==> src/rtl/tagged_bit_stream_packer_top_assert.svh <==
// assertion macros for the tagged bit stream packer
// used by tbsp_seq; no other dependencies
`ifndef TAGGED_BIT_STREAM_PACKER_TOP_ASSERT_SVH
`define TAGGED_BIT_STREAM_PACKER_TOP_ASSERT_SVH
`ifndef ASSERT_OFF
// condition holds at every edge out of reset
`define TBSP_ASSERT_HOLDS(label, clk, rst, cond, msg) \
   label: assert property (@(posedge clk) disable iff (rst) (cond)) else $error(msg);
// condition implies consequence in the same cycle
`define TBSP_ASSERT_IMPLIES(label, clk, rst, ante, cons, msg) \
   label: assert property (@(posedge clk) disable iff (rst) (ante) |-> (cons)) else $error(msg);
// condition implies consequence in the next cycle
`define TBSP_ASSERT_NEXT(label, clk, rst, ante, cons, msg) \
   label: assert property (@(posedge clk) disable iff (rst) (ante) |=> (cons)) else $error(msg);
`else
`define TBSP_ASSERT_HOLDS(label, clk, rst, cond, msg)
`define TBSP_ASSERT_IMPLIES(label, clk, rst, ante, cons, msg)
`define TBSP_ASSERT_NEXT(label, clk, rst, ante, cons, msg)
`endif
`endif

==> src/rtl/tbsp_pkg.sv <==
// shared types and constants for the tagged bit stream packer
// no dependencies
`timescale 1ns / 1ps

package tbsp_pkg;

   localparam int DEFAULT_CAPACITY_BYTES = 256;
   localparam int TAG_BITS = 5;
   localparam int STREAM_W = 32 + TAG_BITS;

   localparam logic [4:0] TAG_BOOL = 5'd1;
   localparam logic [4:0] TAG_S32  = 5'd7;
   localparam logic [4:0] TAG_U32  = 5'd8;
   localparam logic [5:0] RAW_MAX_BITS = 6'd32;

   typedef enum logic [2:0] {
      OP_START      = 3'd0,
      OP_WRITE_RAW  = 3'd1,
      OP_READ_RAW   = 3'd2,
      OP_WRITE_BOOL = 3'd3,
      OP_WRITE_S32  = 3'd4,
      OP_WRITE_U32  = 3'd5,
      OP_READ_BOOL  = 3'd6,
      OP_READ_U32   = 3'd7
   } op_type;

   typedef enum logic [2:0] {
      STAT_OK           = 3'd0,
      STAT_ZERO_COUNT   = 3'd1,
      STAT_PAST_LIMIT   = 3'd2,
      STAT_TAG_MISMATCH = 3'd3,
      STAT_CAPACITY     = 3'd4
   } status_type;

   typedef enum logic [2:0] {
      SEQ_IDLE,
      SEQ_DECODE,
      SEQ_FETCH,
      SEQ_BYTE,
      SEQ_FINISH
   } seq_state_type;

   typedef struct packed {
      op_type      opcode;
      logic [5:0]  bit_count;
      logic [31:0] write_value;
      logic [8:0]  length_bytes;
   } req_type;

   typedef struct packed {
      status_type  status;
      logic [31:0] read_value;
      logic [8:0]  used_bytes;
      logic [11:0] cursor_bit;
   } rsp_type;

endpackage

==> src/rtl/tbsp_store.sv <==
// byte store: one write port, one read port with registered read data
// no package dependencies
`timescale 1ns / 1ps

module tbsp_store #(
   parameter int DEPTH  = 256,
   parameter int ADDR_W = 8
) (
   input  logic              clock,
   input  logic              wr_en,
   input  logic [ADDR_W-1:0] wr_addr,
   input  logic [7:0]        wr_data,
   input  logic              rd_en,
   input  logic [ADDR_W-1:0] rd_addr,
   output logic [7:0]        rd_data
);

   logic [7:0] mem [DEPTH];
   logic [7:0] rd_data_ff;

   always_ff @(posedge clock) begin
      if (wr_en) begin
         mem[wr_addr] <= wr_data;
      end
      if (rd_en) begin
         rd_data_ff <= mem[rd_addr];
      end
   end

   assign rd_data = rd_data_ff;

endmodule

==> src/rtl/tbsp_lane.sv <==
// shared byte unit: merges a bit field into a byte and extracts it
// no package dependencies
`timescale 1ns / 1ps

module tbsp_lane (
   input  logic [7:0] old_byte,
   input  logic [7:0] src_bits,
   input  logic [2:0] offset,
   input  logic [3:0] take,
   output logic [7:0] new_byte,
   output logic [7:0] got_bits
);

   logic [8:0] span_mask;
   logic [7:0] take_mask;
   logic [7:0] field_mask;

   // take is 1..8 and offset + take never passes 8
   assign span_mask  = (9'd1 << take) - 9'd1;
   assign take_mask  = span_mask[7:0];
   assign field_mask = take_mask << offset;
   assign new_byte   = (old_byte & ~field_mask) | ((src_bits << offset) & field_mask);
   assign got_bits   = (old_byte >> offset) & take_mask;

endmodule

==> src/rtl/tbsp_seq.sv <==
// sequencer: decodes an item, walks the store one byte per cycle, builds the result
// depends on tbsp_pkg, tbsp_lane and the assertion macro header
`timescale 1ns / 1ps
`include "tagged_bit_stream_packer_top_assert.svh"

module tbsp_seq #(
   parameter int CAPACITY_BYTES = tbsp_pkg::DEFAULT_CAPACITY_BYTES,
   parameter int ADDR_W = $clog2(CAPACITY_BYTES)
) (
   input  logic              clock,
   input  logic              reset,
   input  logic              use_type_tags,
   input  logic              req_valid,
   output logic              req_ready,
   input  tbsp_pkg::req_type req_payload,
   output logic              rsp_valid,
   input  logic              rsp_ready,
   output tbsp_pkg::rsp_type rsp_payload,
   output logic              mem_rd_en,
   output logic [ADDR_W-1:0] mem_rd_addr,
   input  logic [7:0]        mem_rd_data,
   output logic              mem_wr_en,
   output logic [ADDR_W-1:0] mem_wr_addr,
   output logic [7:0]        mem_wr_data
);

   localparam int CAP_BITS = CAPACITY_BYTES * 8;
   localparam int CUR_W    = $clog2(CAP_BITS + 1);
   localparam int SW       = tbsp_pkg::STREAM_W;

   tbsp_pkg::seq_state_type state_ff, state_in;
   tbsp_pkg::req_type       req_ff, req_in;
   logic [CUR_W-1:0]        cursor_ff, cursor_in;
   logic [CUR_W-1:0]        limit_ff, limit_in;
   logic [CUR_W-1:0]        pos_ff, pos_in;
   logic [5:0]              remain_ff, remain_in;
   logic [5:0]              done_ff, done_in;
   logic [SW-1:0]           sr_ff, sr_in;
   logic [SW-1:0]           acc_ff, acc_in;
   tbsp_pkg::status_type    status_ff, status_in;
   logic                    is_write_ff, is_write_in;
   logic                    tag_check_ff, tag_check_in;
   logic [4:0]              exp_tag_ff, exp_tag_in;
   logic                    val_shift_ff, val_shift_in;
   logic                    rsp_valid_ff, rsp_valid_in;
   tbsp_pkg::rsp_type       rsp_ff, rsp_in;

   // decode
   logic [5:0]       cnt_sat;
   logic [5:0]       val_bits;
   logic [5:0]       total_bits;
   logic             tag_used;
   logic [4:0]       tag_code;
   logic [31:0]      wdata;
   logic             is_wr;
   logic             is_rd;
   logic [SW-1:0]    stream;
   logic [CUR_W:0]   end_sum;
   logic [CUR_W:0]   tag_end;
   logic             cap_fail;
   logic             lim_fail;
   logic             tag_fail;
   logic [CUR_W-1:0] start_limit;

   // byte walk
   logic [ADDR_W-1:0] pos_addr;
   logic [3:0]        room;
   logic [3:0]        take;
   logic [7:0]        new_byte;
   logic [7:0]        got_bits;

   // finish
   logic                 tag_bad;
   tbsp_pkg::status_type fin_status;
   logic [CUR_W-1:0]     fin_cursor;
   logic [31:0]          fin_value;
   logic [31:0]          fin_cur_wide;
   logic [31:0]          fin_used_wide;

   tbsp_lane u_lane (
      .old_byte (mem_rd_data),
      .src_bits (sr_ff[7:0]),
      .offset   (pos_ff[2:0]),
      .take     (take),
      .new_byte (new_byte),
      .got_bits (got_bits)
   );

   assign pos_addr = pos_ff[ADDR_W+2:3];
   assign room     = 4'd8 - {1'b0, pos_ff[2:0]};
   assign take     = (remain_ff < {2'b00, room}) ? remain_ff[3:0] : room;

   always_comb begin
      cnt_sat  = (req_ff.bit_count > tbsp_pkg::RAW_MAX_BITS) ? tbsp_pkg::RAW_MAX_BITS
                                                            : req_ff.bit_count;
      val_bits = '0;
      tag_used = 1'b0;
      tag_code = '0;
      wdata    = req_ff.write_value;
      is_wr    = 1'b0;
      is_rd    = 1'b0;
      case (req_ff.opcode)
         tbsp_pkg::OP_WRITE_RAW: begin
            val_bits = cnt_sat;
            is_wr    = 1'b1;
         end
         tbsp_pkg::OP_READ_RAW: begin
            val_bits = cnt_sat;
            is_rd    = 1'b1;
         end
         tbsp_pkg::OP_WRITE_BOOL: begin
            val_bits = 6'd1;
            tag_used = use_type_tags;
            tag_code = tbsp_pkg::TAG_BOOL;
            wdata    = {31'd0, |req_ff.write_value};
            is_wr    = 1'b1;
         end
         tbsp_pkg::OP_WRITE_S32: begin
            val_bits = 6'd32;
            tag_used = use_type_tags;
            tag_code = tbsp_pkg::TAG_S32;
            is_wr    = 1'b1;
         end
         tbsp_pkg::OP_WRITE_U32: begin
            val_bits = 6'd32;
            tag_used = use_type_tags;
            tag_code = tbsp_pkg::TAG_U32;
            is_wr    = 1'b1;
         end
         tbsp_pkg::OP_READ_BOOL: begin
            val_bits = 6'd1;
            tag_used = use_type_tags;
            tag_code = tbsp_pkg::TAG_BOOL;
            is_rd    = 1'b1;
         end
         tbsp_pkg::OP_READ_U32: begin
            val_bits = 6'd32;
            tag_used = use_type_tags;
            tag_code = tbsp_pkg::TAG_U32;
            is_rd    = 1'b1;
         end
         default: begin
         end
      endcase
      total_bits = val_bits + (tag_used ? 6'(tbsp_pkg::TAG_BITS) : 6'd0);
      stream     = tag_used ? {wdata, tag_code} : {5'd0, wdata};
      end_sum    = {1'b0, cursor_ff} + (CUR_W+1)'(total_bits);
      tag_end    = {1'b0, cursor_ff} + (CUR_W+1)'(tbsp_pkg::TAG_BITS);
      cap_fail   = end_sum > (CUR_W+1)'(CAP_BITS);
      lim_fail   = end_sum > {1'b0, limit_ff};
      tag_fail   = tag_end > {1'b0, limit_ff};
      if (32'(req_ff.length_bytes) > 32'(CAPACITY_BYTES)) begin
         start_limit = CUR_W'(CAP_BITS);
      end else begin
         start_limit = CUR_W'({req_ff.length_bytes, 3'b000});
      end
   end

   always_comb begin
      tag_bad       = tag_check_ff && (acc_ff[4:0] != exp_tag_ff);
      fin_status    = tag_bad ? tbsp_pkg::STAT_TAG_MISMATCH : status_ff;
      fin_cursor    = tag_bad ? cursor_ff + CUR_W'(tbsp_pkg::TAG_BITS) : pos_ff;
      fin_value     = val_shift_ff ? acc_ff[SW-1:tbsp_pkg::TAG_BITS] : acc_ff[31:0];
      fin_cur_wide  = 32'(fin_cursor);
      fin_used_wide = (fin_cur_wide + 32'd7) >> 3;
   end

   always_ff @(posedge clock) begin
      if (reset) begin
         state_ff     <= tbsp_pkg::SEQ_IDLE;
         cursor_ff    <= '0;
         limit_ff     <= '0;
         rsp_valid_ff <= 1'b0;
      end else begin
         state_ff     <= state_in;
         cursor_ff    <= cursor_in;
         limit_ff     <= limit_in;
         rsp_valid_ff <= rsp_valid_in;
      end
      req_ff       <= req_in;
      pos_ff       <= pos_in;
      remain_ff    <= remain_in;
      done_ff      <= done_in;
      sr_ff        <= sr_in;
      acc_ff       <= acc_in;
      status_ff    <= status_in;
      is_write_ff  <= is_write_in;
      tag_check_ff <= tag_check_in;
      exp_tag_ff   <= exp_tag_in;
      val_shift_ff <= val_shift_in;
      rsp_ff       <= rsp_in;
   end

   always_comb begin
      state_in     = state_ff;
      req_in       = req_ff;
      cursor_in    = cursor_ff;
      limit_in     = limit_ff;
      pos_in       = pos_ff;
      remain_in    = remain_ff;
      done_in      = done_ff;
      sr_in        = sr_ff;
      acc_in       = acc_ff;
      status_in    = status_ff;
      is_write_in  = is_write_ff;
      tag_check_in = tag_check_ff;
      exp_tag_in   = exp_tag_ff;
      val_shift_in = val_shift_ff;
      rsp_valid_in = rsp_valid_ff & ~rsp_ready;
      rsp_in       = rsp_ff;
      req_ready    = 1'b0;
      mem_rd_en    = 1'b0;
      mem_rd_addr  = pos_addr;
      mem_wr_en    = 1'b0;
      mem_wr_addr  = pos_addr;
      mem_wr_data  = new_byte;
      case (state_ff)
         tbsp_pkg::SEQ_IDLE: begin
            req_ready = 1'b1;
            if (req_valid) begin
               req_in   = req_payload;
               state_in = tbsp_pkg::SEQ_DECODE;
            end
         end
         tbsp_pkg::SEQ_DECODE: begin
            pos_in       = cursor_ff;
            done_in      = '0;
            acc_in       = '0;
            sr_in        = stream;
            remain_in    = total_bits;
            status_in    = tbsp_pkg::STAT_OK;
            is_write_in  = is_wr;
            tag_check_in = tag_used & is_rd;
            exp_tag_in   = tag_code;
            val_shift_in = tag_used;
            state_in     = tbsp_pkg::SEQ_FETCH;
            if (!is_wr && !is_rd) begin
               // start: rewind and set the limit together
               pos_in       = '0;
               cursor_in    = '0;
               limit_in     = start_limit;
               is_write_in  = 1'b0;
               tag_check_in = 1'b0;
               state_in     = tbsp_pkg::SEQ_FINISH;
            end else if (val_bits == 6'd0) begin
               status_in    = tbsp_pkg::STAT_ZERO_COUNT;
               is_write_in  = 1'b0;
               tag_check_in = 1'b0;
               state_in     = tbsp_pkg::SEQ_FINISH;
            end else if (is_wr && cap_fail) begin
               status_in    = tbsp_pkg::STAT_CAPACITY;
               is_write_in  = 1'b0;
               state_in     = tbsp_pkg::SEQ_FINISH;
            end else if (is_rd && tag_used && tag_fail) begin
               status_in    = tbsp_pkg::STAT_PAST_LIMIT;
               tag_check_in = 1'b0;
               state_in     = tbsp_pkg::SEQ_FINISH;
            end else if (is_rd && tag_used && lim_fail) begin
               // only the tag fits: consume and check it, value read fails
               remain_in = 6'(tbsp_pkg::TAG_BITS);
               status_in = tbsp_pkg::STAT_PAST_LIMIT;
            end else if (is_rd && lim_fail) begin
               status_in = tbsp_pkg::STAT_PAST_LIMIT;
               state_in  = tbsp_pkg::SEQ_FINISH;
            end
         end
         tbsp_pkg::SEQ_FETCH: begin
            mem_rd_en = 1'b1;
            state_in  = tbsp_pkg::SEQ_BYTE;
         end
         tbsp_pkg::SEQ_BYTE: begin
            mem_wr_en = is_write_ff;
            pos_in    = pos_ff + CUR_W'(take);
            remain_in = remain_ff - 6'(take);
            sr_in     = sr_ff >> take;
            acc_in    = acc_ff | (SW'(got_bits) << done_ff);
            done_in   = done_ff + 6'(take);
            if (remain_ff == 6'(take)) begin
               state_in = tbsp_pkg::SEQ_FINISH;
            end else begin
               mem_rd_en   = 1'b1;
               mem_rd_addr = pos_addr + ADDR_W'(1);
            end
         end
         tbsp_pkg::SEQ_FINISH: begin
            if (!rsp_valid_ff || rsp_ready) begin
               rsp_valid_in = 1'b1;
               rsp_in.status = fin_status;
               rsp_in.read_value = (fin_status == tbsp_pkg::STAT_OK && !is_write_ff)
                                   ? fin_value : 32'd0;
               rsp_in.used_bytes = fin_used_wide[8:0];
               rsp_in.cursor_bit = fin_cur_wide[11:0];
               cursor_in = fin_cursor;
               if (is_write_ff && (pos_ff > limit_ff)) begin
                  limit_in = pos_ff;
               end
               state_in = tbsp_pkg::SEQ_IDLE;
            end
         end
         default: begin
            state_in = tbsp_pkg::SEQ_IDLE;
         end
      endcase
   end

   assign rsp_valid   = rsp_valid_ff;
   assign rsp_payload = rsp_ff;

   `TBSP_ASSERT_IMPLIES(a_byte_has_work, clock, reset, state_ff == tbsp_pkg::SEQ_BYTE, remain_ff != 6'd0, "byte step with no bits left")
   `TBSP_ASSERT_HOLDS(a_cursor_within_limit, clock, reset, cursor_ff <= limit_ff, "cursor past limit")
   `TBSP_ASSERT_HOLDS(a_limit_within_store, clock, reset, limit_ff <= CUR_W'(CAP_BITS), "limit past store")
   `TBSP_ASSERT_NEXT(a_fetch_then_byte, clock, reset, state_ff == tbsp_pkg::SEQ_FETCH, state_ff == tbsp_pkg::SEQ_BYTE, "fetch not followed by byte step")

endmodule

==> src/rtl/tagged_bit_stream_packer_top.sv <==
// top level of the tagged bit stream packer: csr register, sequencer and byte store
// depends on tbsp_pkg, tbsp_seq and tbsp_store
`timescale 1ns / 1ps

//  channel   ports                        direction  moves
//  req       req_valid/req_ready/payload  in         one command item
//  rsp       rsp_valid/rsp_ready/payload  out        one result item per command
//  csr       csr_wr_en/csr_wr_data        in         use_type_tags, no wait
//
//  one item at a time: accept, decode, fetch the first byte, then read-modify-write
//  each store byte touched through the shared byte unit, then post the result;
//  start, rejected and failed-up-front items skip the fetch and the byte walk
//  the result register frees req_ready while an earlier result waits on rsp_ready
//  synchronous active-high reset clears cursor, limit and control; tags default on

module tagged_bit_stream_packer_top #(
   parameter int CAPACITY_BYTES = tbsp_pkg::DEFAULT_CAPACITY_BYTES
) (
   input  logic              clock,
   input  logic              reset,
   input  logic              req_valid,
   output logic              req_ready,
   input  tbsp_pkg::req_type req_payload,
   output logic              rsp_valid,
   input  logic              rsp_ready,
   output tbsp_pkg::rsp_type rsp_payload,
   input  logic              csr_wr_en,
   input  logic              csr_wr_data
);

   localparam int ADDR_W = $clog2(CAPACITY_BYTES);

   // tag enable register, on after reset
   logic use_type_tags_ff;

   // store port between sequencer and memory
   logic              mem_rd_en;
   logic [ADDR_W-1:0] mem_rd_addr;
   logic [7:0]        mem_rd_data;
   logic              mem_wr_en;
   logic [ADDR_W-1:0] mem_wr_addr;
   logic [7:0]        mem_wr_data;

   always_ff @(posedge clock) begin
      if (reset) begin
         use_type_tags_ff <= 1'b1;
      end else if (csr_wr_en) begin
         use_type_tags_ff <= csr_wr_data;
      end
   end

   // sequencer: decode, byte walk, result register
   tbsp_seq #(
      .CAPACITY_BYTES (CAPACITY_BYTES),
      .ADDR_W         (ADDR_W)
   ) u_seq (
      .clock         (clock),
      .reset         (reset),
      .use_type_tags (use_type_tags_ff),
      .req_valid     (req_valid),
      .req_ready     (req_ready),
      .req_payload   (req_payload),
      .rsp_valid     (rsp_valid),
      .rsp_ready     (rsp_ready),
      .rsp_payload   (rsp_payload),
      .mem_rd_en     (mem_rd_en),
      .mem_rd_addr   (mem_rd_addr),
      .mem_rd_data   (mem_rd_data),
      .mem_wr_en     (mem_wr_en),
      .mem_wr_addr   (mem_wr_addr),
      .mem_wr_data   (mem_wr_data)
   );

   // byte store, contents undefined until written
   tbsp_store #(
      .DEPTH  (CAPACITY_BYTES),
      .ADDR_W (ADDR_W)
   ) u_store (
      .clock   (clock),
      .wr_en   (mem_wr_en),
      .wr_addr (mem_wr_addr),
      .wr_data (mem_wr_data),
      .rd_en   (mem_rd_en),
      .rd_addr (mem_rd_addr),
      .rd_data (mem_rd_data)
   );

endmodule

==> config.mk <==
export PLATFORM = sky130hd
export DESIGN_NAME = tagged_bit_stream_packer_top
export DESIGN_NICKNAME = d
export VERILOG_FILES = /design/src/rtl/tbsp_pkg.sv /design/src/rtl/tbsp_store.sv /design/src/rtl/tbsp_lane.sv /design/src/rtl/tbsp_seq.sv /design/src/rtl/tagged_bit_stream_packer_top.sv
export VERILOG_INCLUDE_DIRS = /design/src /design/src/rtl
export SDC_FILE = /design/constraint.sdc
export NUM_CORES = 2
export LEC_CHECK = 0
export BUFFER_PORTS_ARGS = -buffer_cell sky130_fd_sc_hd__buf_2
export CAP_MARGIN = 20
export CORE_UTILIZATION = 55
export CTS_CLUSTER_DIAMETER = 30
export DETAILED_ROUTE_END_ITERATION = 6
export PLACE_DENSITY = 0.71
export SLEW_MARGIN = 20
export SYNTH_ARGS = -nofsm -noshare
export SYNTH_HDL_FRONTEND = slang
export SYNTH_HIERARCHICAL = 1
export SYNTH_SLANG_ARGS = --single-unit
==> constraint.sdc <==
create_clock -name clock -period 42.3 [get_ports clock]
set_input_delay 4.23 -clock clock [delete_from_list [all_inputs] [get_ports clock]]
set_output_delay 4.23 -clock clock [all_outputs]
set_load 0.005 [all_outputs]
Yosys cells after proc, flatten, opt, wreduce, memory -nomap -nowiden

Memory sizes are Yosys's and may differ from the RTL's. A register that Yosys moved wholly into a read port is not among the register bits.
Index checks and enable logic that the tools add are counted.

$add $sub $neg: 11
Divide/modulo/power cells: 0
Multiplexer cells: 58
Shift-type cells: 6
Reduce and logical (&&, ||, !) cells: 34
$mul: 0
Bitwise logic cells: 9
Eq/ne operators: 18
Magnitude comparators: 7

Operator list:

| cell                                                                   | count |
|---|---|
| 37-bit case mux with 2 select lines                                    | 2 |
| 12-bit two-way mux                                                     | 7 |
| 12-bit case mux with 2 select lines                                    | 3 |
| 32-bit two-way mux                                                     | 2 |
| 3-bit two-way mux                                                      | 14 |
| 37-bit two-way mux                                                     | 1 |
| 37-bit bitwise OR                                                      | 1 |
| 8-bit by 6-bit << shifter with 37-bit output                           | 1 |
| 37-bit by 4-bit right shift with 37-bit output                         | 1 |
| 6-bit two-way mux                                                      | 6 |
| 32-bit OR reduction                                                    | 1 |
| 13-bit by 12-bit > comparator with 1-bit output                        | 2 |
| 12-bit by 3-bit adder with 12-bit output, second input constant        | 2 |
| 8-bit bitwise AND                                                      | 3 |
| 6-bit case mux with 2 select lines                                     | 2 |
| 6-bit case mux with 3 select lines                                     | 1 |
| 8-bit two-way mux                                                      | 2 |
| 8-bit by 3-bit << shifter with 8-bit output                            | 2 |
| 3-bit == test, second input constant                                   | 5 |
| 3-bit case mux with 5 select lines                                     | 1 |
| 12-bit by 3-bit adder with 13-bit output, second input constant        | 1 |
| 12-bit by 6-bit adder with 13-bit output                               | 1 |
| 13-bit by 12-bit > comparator with 1-bit output, second input constant | 1 |
| 1-bit two-way mux                                                      | 13 |
| 40 further kinds                                                       | 68 |

RAM bits: 2048
Memories kept: 1
Bits in latches: 0
Logic and storage cells: 169
Output and inout port bits: 58
Input port bits: 56
Bits in read-only memories: 0
Register bits: 244

Memories:

| memory      | depth | bits a word | rd ports | clocked after memory_dff | wr ports | RTL line         | source |
|---|---|---|---|---|---|---|---|
| u_store.mem | 256   | 8           | 1        | 1                        | 1        | tbsp_store.sv:18 | `logic [7:0] mem [DEPTH];` |

Depth between registers and ports, before layout

Word-level depth: 15
Gate-level depth with buffers: 29
Depth with buffers taken out: 25

By module

The synthesis kept the hierarchy.

Modules (own cells, without submodules):

| module                       | instances | cells each | area each (µm²) | seq. area each (µm²) |
|---|---|---|---|---|
| tbsp_store                   | 1         | 3733       | 79636.4         | 61739.2 |
| tbsp_seq                     | 1         | 1339       | 14274.9         | 6956.7 |
| tbsp_lane                    | 1         | 139        | 1007.2          | 0.0 |
| tagged_bit_stream_packer_top | 1         | 3          | 35.0            | 20.0 |

Least setup slack after synthesis

Ideal clock, no wire load.

Kind: reg-to-reg
Start point: reg u_seq.pos_ff[0]
End point: mem u_store.mem[0][6] (data pin)
Cell stages (with the launch flop): 22
Slack: 25.429 ns
Arrival time: 14.626 ns
Period minus slack after synthesis: 16.871 ns
Library setup time: 2.245 ns
Path through: edfxtp_1 -> inv_1 -> ha_1 -> xnor2_1 -> inv_1 -> ha_1 -> a21oi_1 -> o21a_1 -> o211a_1 -> buf_4 -> buf_2 -> buf_2 -> inv_1 -> nor4_2 -> inv_1 -> ha_1 -> clkbuf_1 -> nor3b_1 -> mux2_1 -> nor2_1 -> o31ai_1 -> a211oi_1

Longest elaborated chain between the ends: 9
Elaborated cells between the ends (all ways): 11
Classes of those cells: add/sub: 2; order compare: 1; shift: 3; mux: 1; bitwise: 4

RTL lines:

| what                                          | RTL line                           | source |
|---|---|---|
| from (decl)                                   | tbsp_seq.sv:35                     | `logic [CUR_W-1:0] pos_ff, pos_in;` |
| from (signal assigned)                        | tbsp_seq.sv:181                    | `pos_ff <= pos_in;` |
| 4-bit by 3-bit subtractor with 4-bit output * | tbsp_seq.sv:90                     | `assign room = 4'd8 - {1'b0, pos_ff[2:0]};` |
| 6-bit by 4-bit < comparator with 1-bit output | tbsp_seq.sv:91                     | `assign take = (remain_ff < {2'b00, room}) ? remain_ff[3:0] : room;` |
| 4-bit two-way mux *                           | tbsp_seq.sv:91                     |  |
| net u_seq.take[0]                             | tbsp_seq.sv:68                     | `logic [3:0] take;` |
| 1-bit by 4-bit << shifter with 8-bit output * | tbsp_lane.sv:19                    | `assign span_mask = (9'd1 << take) - 9'd1;` |
| 8-bit by 1-bit subtractor with 8-bit output * | tbsp_lane.sv:19                    |  |
| 8-bit by 3-bit << shifter with 8-bit output * | tbsp_lane.sv:21                    | `assign field_mask = take_mask << offset;` |
| 8-bit inverter                                | tbsp_lane.sv:22                    | `assign new_byte = (old_byte & ~field_mask) \| ((src_bits << offset) & field_mask);` |
| 8-bit bitwise AND                             | tbsp_lane.sv:22                    |  |
| 8-bit bitwise OR *                            | tbsp_lane.sv:22                    |  |
| net mem_wr_data[6]                            | tagged_bit_stream_packer_top.sv:42 | `logic [7:0] mem_wr_data;` |
| to (decl)                                     | tbsp_store.sv:18                   |  |

The timed path passes the listed nets; every way through them passes the cells marked *.

Worst setup path in the final report

Start point: reg u_seq.pos_ff[0]
End point: reg u_store.rd_data_ff[7] (netlist: u_store/rd_data[7]), read port of u_store.mem (data pin)

Longest elaborated chain between the ends: 6
Elaborated cells between the ends (all ways): 8
Classes of those cells: add/sub: 1; order compare: 1; eq/ne: 1; mux: 5

RTL lines:

| what                                          | RTL line                           | source |
|---|---|---|
| 4-bit by 3-bit subtractor with 4-bit output * | tbsp_seq.sv:90                     |  |
| 6-bit by 4-bit < comparator with 1-bit output | tbsp_seq.sv:91                     |  |
| 4-bit two-way mux *                           | tbsp_seq.sv:91                     |  |
| 6-bit by 4-bit == test with 1-bit output *    | tbsp_seq.sv:278                    | `if (remain_ff == 6'(take)) begin` |
| 8-bit two-way mux *                           | tbsp_seq.sv:278                    |  |
| 8-bit two-way mux *                           | tbsp_seq.sv:217                    | `case (state_ff)` |
| net mem_rd_addr[0]                            | tagged_bit_stream_packer_top.sv:38 | `logic [ADDR_W-1:0] mem_rd_addr;` |
| to (decl)                                     | tbsp_store.sv:19                   | `logic [7:0] rd_data_ff;` |

Marks and branches as above.
A chain may end at the register's enable or synchronous reset.

==> summary.md <==
| Metric | Value |
|---|---|
| Status | `completed` |
| RSZ-0062 raised after global routing | `false` |
| Final total negative setup slack | `0 ps` |
| Die ar. | `0.174 mm^2` |
| Via count | `53587` |
| Final core occ | `65.2%` |
| Hold WC Path Type | `flop to flop` |
| PD cells | `61.9 mW/mm^2` |
| Layout net count | `5647` |
| Asr flop ratio synth | `0%` |
| # clock sinks | `2298` |
| Syn nets | `5340` |
| Fill count | `11179` |
| WP data arrival | `11030 ps` |
| Register area share after synthesis | `72.4%` |
| Minimum clock period | `10390 ps` |
| Multi-input gate area | `0.0244 mm^2` |
| Pre-antenna DRT Iters | `6` |
| Final number of max-transition violations | `0` |
| DRT iter0 DRCs | `7059` |
| Ys flop type | `edfxtp_1` |
| Clock share of power | `48.2%` |
| Worst r2r src | `u_seq/pos_ff[0]$_DFFE_PP_` |
| Gp weighted congestion | `0.907` |
| Layout Skew | `95.8 ps` |
| Synth Cell Area | `0.0950 mm^2` |
| Final worst-path cycle share | `24.6%` |
| Hold Vio Cnt, Final | `0` |
| Fmax | `96.2 MHz` |
| Layout cells sized above 1 | `24.2%` |
| Die width | `418 um` |
| Worst reg2reg setup slack | `31910 ps` |
| R2r endpoint | `u_store/rd_data[7]$_DFFE_PP_` |
| Setup violations, final | `0` |
| DR DRC count | `0` |
| Proportion of synthesized area in mux cells | `14.2%` |
| Largest net degree at the start of global routing | `178` |
| Storage element area | `0.0687 mm^2` |
| Logic pwr share | `12.0%` |
| Global Route Usage Sum | `28.1%` |
| Placed cells | `7400` |
| Yosys reg bits | `2298` |
| Initial core utilization | `55.4%` |
| Worst Path Required | `42940 ps` |
| Total core area | `0.172 mm^2` |
| WL/cell | `29.9 um` |
| Tightest Pin Transition | `1200 ps` |
| Worst-path fanout max | `108` |
| Initial antenna violation count | `7` |
| Final cell count without fillers | `8171` |
| Synth warnings | `6` |
| Post-Syn Instances | `5214` |
| GRT busiest layer | `met2` |
| Routing usage on met2 | `43.7%` |
| Met3 Track Usage GR | `6.54%` |
| Synth Area in Compound Gates | `5.30%` |
| Via/cell ratio | `6.56` |
| Ports | `114` |
| Max rail drop VDD | `0.0394 mV` |
| Maxcap violations | `0` |
| Hold buffer count at CTS | `0` |
| Max_slew headroom | `19.5%` |
| Clk_lat worst skew | `990 ps` |
| CP Class | `flop to flop` |
| Net Sw Power | `0.00172 W` |
| Worst setup EP type | `flop` |
| Grt ovf | `0` |
| Simple-gate area share of the yosys netlist | `4.44%` |
| Clk slew on worst S/H paths | `50 ps` |
| Setup crit start | `u_seq/pos_ff[0]$_DFFE_PP_` |
| Number of global-route vias before repair | `53745` |
| Power after layout | `0.00692 W` |
| Port Buffers | `113` |
| Adder-cell area share of the yosys netlist | `0.954%` |
| CTS resizes | `0` |
| WHS | `496 ps` |
| GR Util met1 | `38.9%` |
| Net Sw Frac | `24.9%` |
| H-Tree Depth | `5` |
| Clock Path Buffers | `4` |
| CP endpoint | `u_store/rd_data[7]$_DFFE_PP_` |
| Worst r2r path cells | `25` |
| Largest family of logic cells by synthesized area | `multiplexers` |
| Post-CTS Setup Inserts | `0` |
| Crit path launch type | `flop` |
| Synth Area in XOR/XNOR | `0.544%` |
| Final ANT Viol Nets | `0` |
| Height of the die | `418 um` |
| Mean post-synth cell area | `18.2 um^2` |
| Area growth, synth to finish | `17.8%` |
| Flop pwr share | `39.8%` |
| CTS root buffer | `clkbuf_16` |
| DRT Wirelength | `244000 um` |
| First-pass GRT wire length | `359000 um` |
| TritonCTS clock tree | `done` |
| LEAKAGE | `36.6 nW` |
| Post-synth cell types | `99` |
| Row count | `152` |
| CTS buffer count | `425` |
| DP Wirelength | `140000 um` |
| Post-synth EDFFs | `2269` |
| Power Internal | `0.00520 W` |
[metal layers]
metal,vias to the layer above,part of all wire [%]
met1,27586,38
met2,3403,47
met4,4,3.9
li1,22032,-
met3,562,11
met5,-,0.0094
[cells by family (layout without fill, tap and decap cells)]
kind of cell	Yosys count	after routing
flip-flops	2298	2298
AND/OR/NAND/NOR	901	901
multiplexers	764	764
AO/OA/AOI/OAI	730	730
buffers and inverters	392	1033
adder cells (fa/ha/maj)	70	70
XOR/XNOR	59	59
other	0	6
[worst min-delay path by stage]
| stage | depth (start not counted) | from | slack [ps] | end |
|---|---|---|---|---|
| 2_1_floorplan | 1 | u_seq/state_ff[2]$_SDFFE_PP0P_ | 470 | u_seq/state_ff[0]$_SDFFE_PP0P_ |
| 3_3_place_gp | 2 | u_seq/limit_ff[4]$_SDFFE_PP0P_ | 490 | u_seq/limit_ff[4]$_SDFFE_PP0P_ |
| 3_5_place_dp | 2 | u_seq/limit_ff[4]$_SDFFE_PP0P_ | 490 | u_seq/limit_ff[4]$_SDFFE_PP0P_ |
| 4_1_cts | 2 | u_seq/limit_ff[4]$_SDFFE_PP0P_ | 500 | u_seq/limit_ff[4]$_SDFFE_PP0P_ |
| 5_1_grt | 1 | u_seq/status_ff[0]$_SDFFCE_PP0P_ | 520 | u_seq/rsp_payload[53]$_DFFE_PP_ |
| 6_report | 2 | u_seq/limit_ff[4]$_SDFFE_PP0P_ | 500 | u_seq/limit_ff[4]$_SDFFE_PP0P_ |
[critical path, stage by stage, from the launching register on]
cell      delay [ps]
edfxtp_1         320
buf_4            420
inv_1            160
ha_1             240
xnor2_1          140
inv_1             80
ha_1             290
a21oi_1          230
o21a_1           180
o21a_1           220
mux2_2           580
inv_2            100
buf_4            510
ha_1             230
nand4_1           90
nor3_1           460
nor2_1           320
xor2_4           840
buf_4            700
buf_12           630
buf_4            930
mux4_2           600
a22oi_1          320
a21oi_1          110
nor4_1          1000
nor4_1           150
[state kept, by name (all words and copies together), names as in the netlist, 3 cells and up]
signal / flops
u_store/mem: 2048
u_seq/acc_ff: 37
u_seq/done_ff: 6
u_seq/state_ff: 3
u_seq/status_ff: 3
u_seq/remain_ff: 6
u_seq/limit_ff: 12
u_seq/req_ff: 50
u_seq/sr_ff: 37
u_seq/cursor_ff: 12
u_seq/exp_tag_ff: 3
u_store/rd_data: 8
u_seq/pos_ff: 12
u_seq/rsp_payload: 56
[Yosys cell counts (all sizes together) (6+ instances only)]
library cell	n	area share (%)
a211oi	37	0.30
a21o	16	0.13
a21oi	193	1.0
a221oi	20	0.19
a222oi	11	0.12
a22o	17	0.16
a22oi	154	1.2
a31oi	28	0.19
and2	20	0.13
and3	10	0.066
buf	153	1.3
clkbuf	181	0.72
dfxtp	29	0.61
edfxtp	2269	72
ha	66	0.87
inv	55	0.22
mux2	26	0.31
mux2i	278	2.9
mux4	460	11
nand2	110	0.43
nand2b	15	0.099
nand3	61	0.32
nand3b	6	0.051
nand4	27	0.18
nor2	455	1.8
nor2b	55	0.36
nor3	48	0.25
nor3b	15	0.12
nor4	42	0.31
o211ai	24	0.19
o21a	9	0.071
o21ai	73	0.38
o221ai	59	0.55
o22ai	30	0.20
o32ai	7	0.072
or2	10	0.066
or3	7	0.046
xnor2	40	0.37
xor2	19	0.18
[area by class of cell]
cell class,count,share of cell area [%]
flip-flops and latches,2298,61.5
multi-input cells,2524,21.8
clock buffers,477,9.83
clock inverters,284,2.80
well taps,2310,2.58
repair buffers,214,1.27
inverters,58,0.197
diodes,6,0.0134
[per-stage QoR]
stage	worst slack [ps]	cell area [um^2]
finish	31910	112000
global route	31200	112000
CTS	31780	112000
detailed placement	31840	97600
global placement	31870	97600
floorplan	25430	95000
[cell usage in the layout (no fill, tap or decap), types with 14 or more instances in the layout]
cell type	n
nand3_1	56
clkinv_1	68
ha_1	66
a211oi_1	35
clkbuf_1	44
clkbuf_16	432
a221oi_1	19
buf_2	113
o22ai_1	30
xor2_1	16
nor3_1	45
clkinv_4	23
clkinv_2	69
a22o_1	17
edfxtp_1	2269
a21oi_1	190
inv_1	52
clkinvlp_4	44
o21ai_0	68
nor2b_1	52
nor2_1	449
nor4_1	36
o211ai_1	24
mux4_2	458
mux2_2	20
xnor2_1	36
bufinv_16	59
inv_6	19
mux2i_1	276
dfxtp_1	29
a22oi_1	154
o221ai_1	58
a31oi_1	26
buf_4	94
and2_1	18
nor3b_1	14
a21o_1	16
nand2_1	108
nand2b_1	15
nand4_1	27
[power groups by stage]
stage	Combinational (W)	Clock [W]	Sequential, W
finish	0.000831	0.00333	0.00276
global route	0.000880	0.00347	0.00276
CTS	0.000820	0.00336	0.00276
detailed placement	0.000812	0	0.00280
global placement	0.000794	0	0.00280
floorplan	0.000545	0	0.00285
No activity file was read; power rests on OpenSTA's default activity.
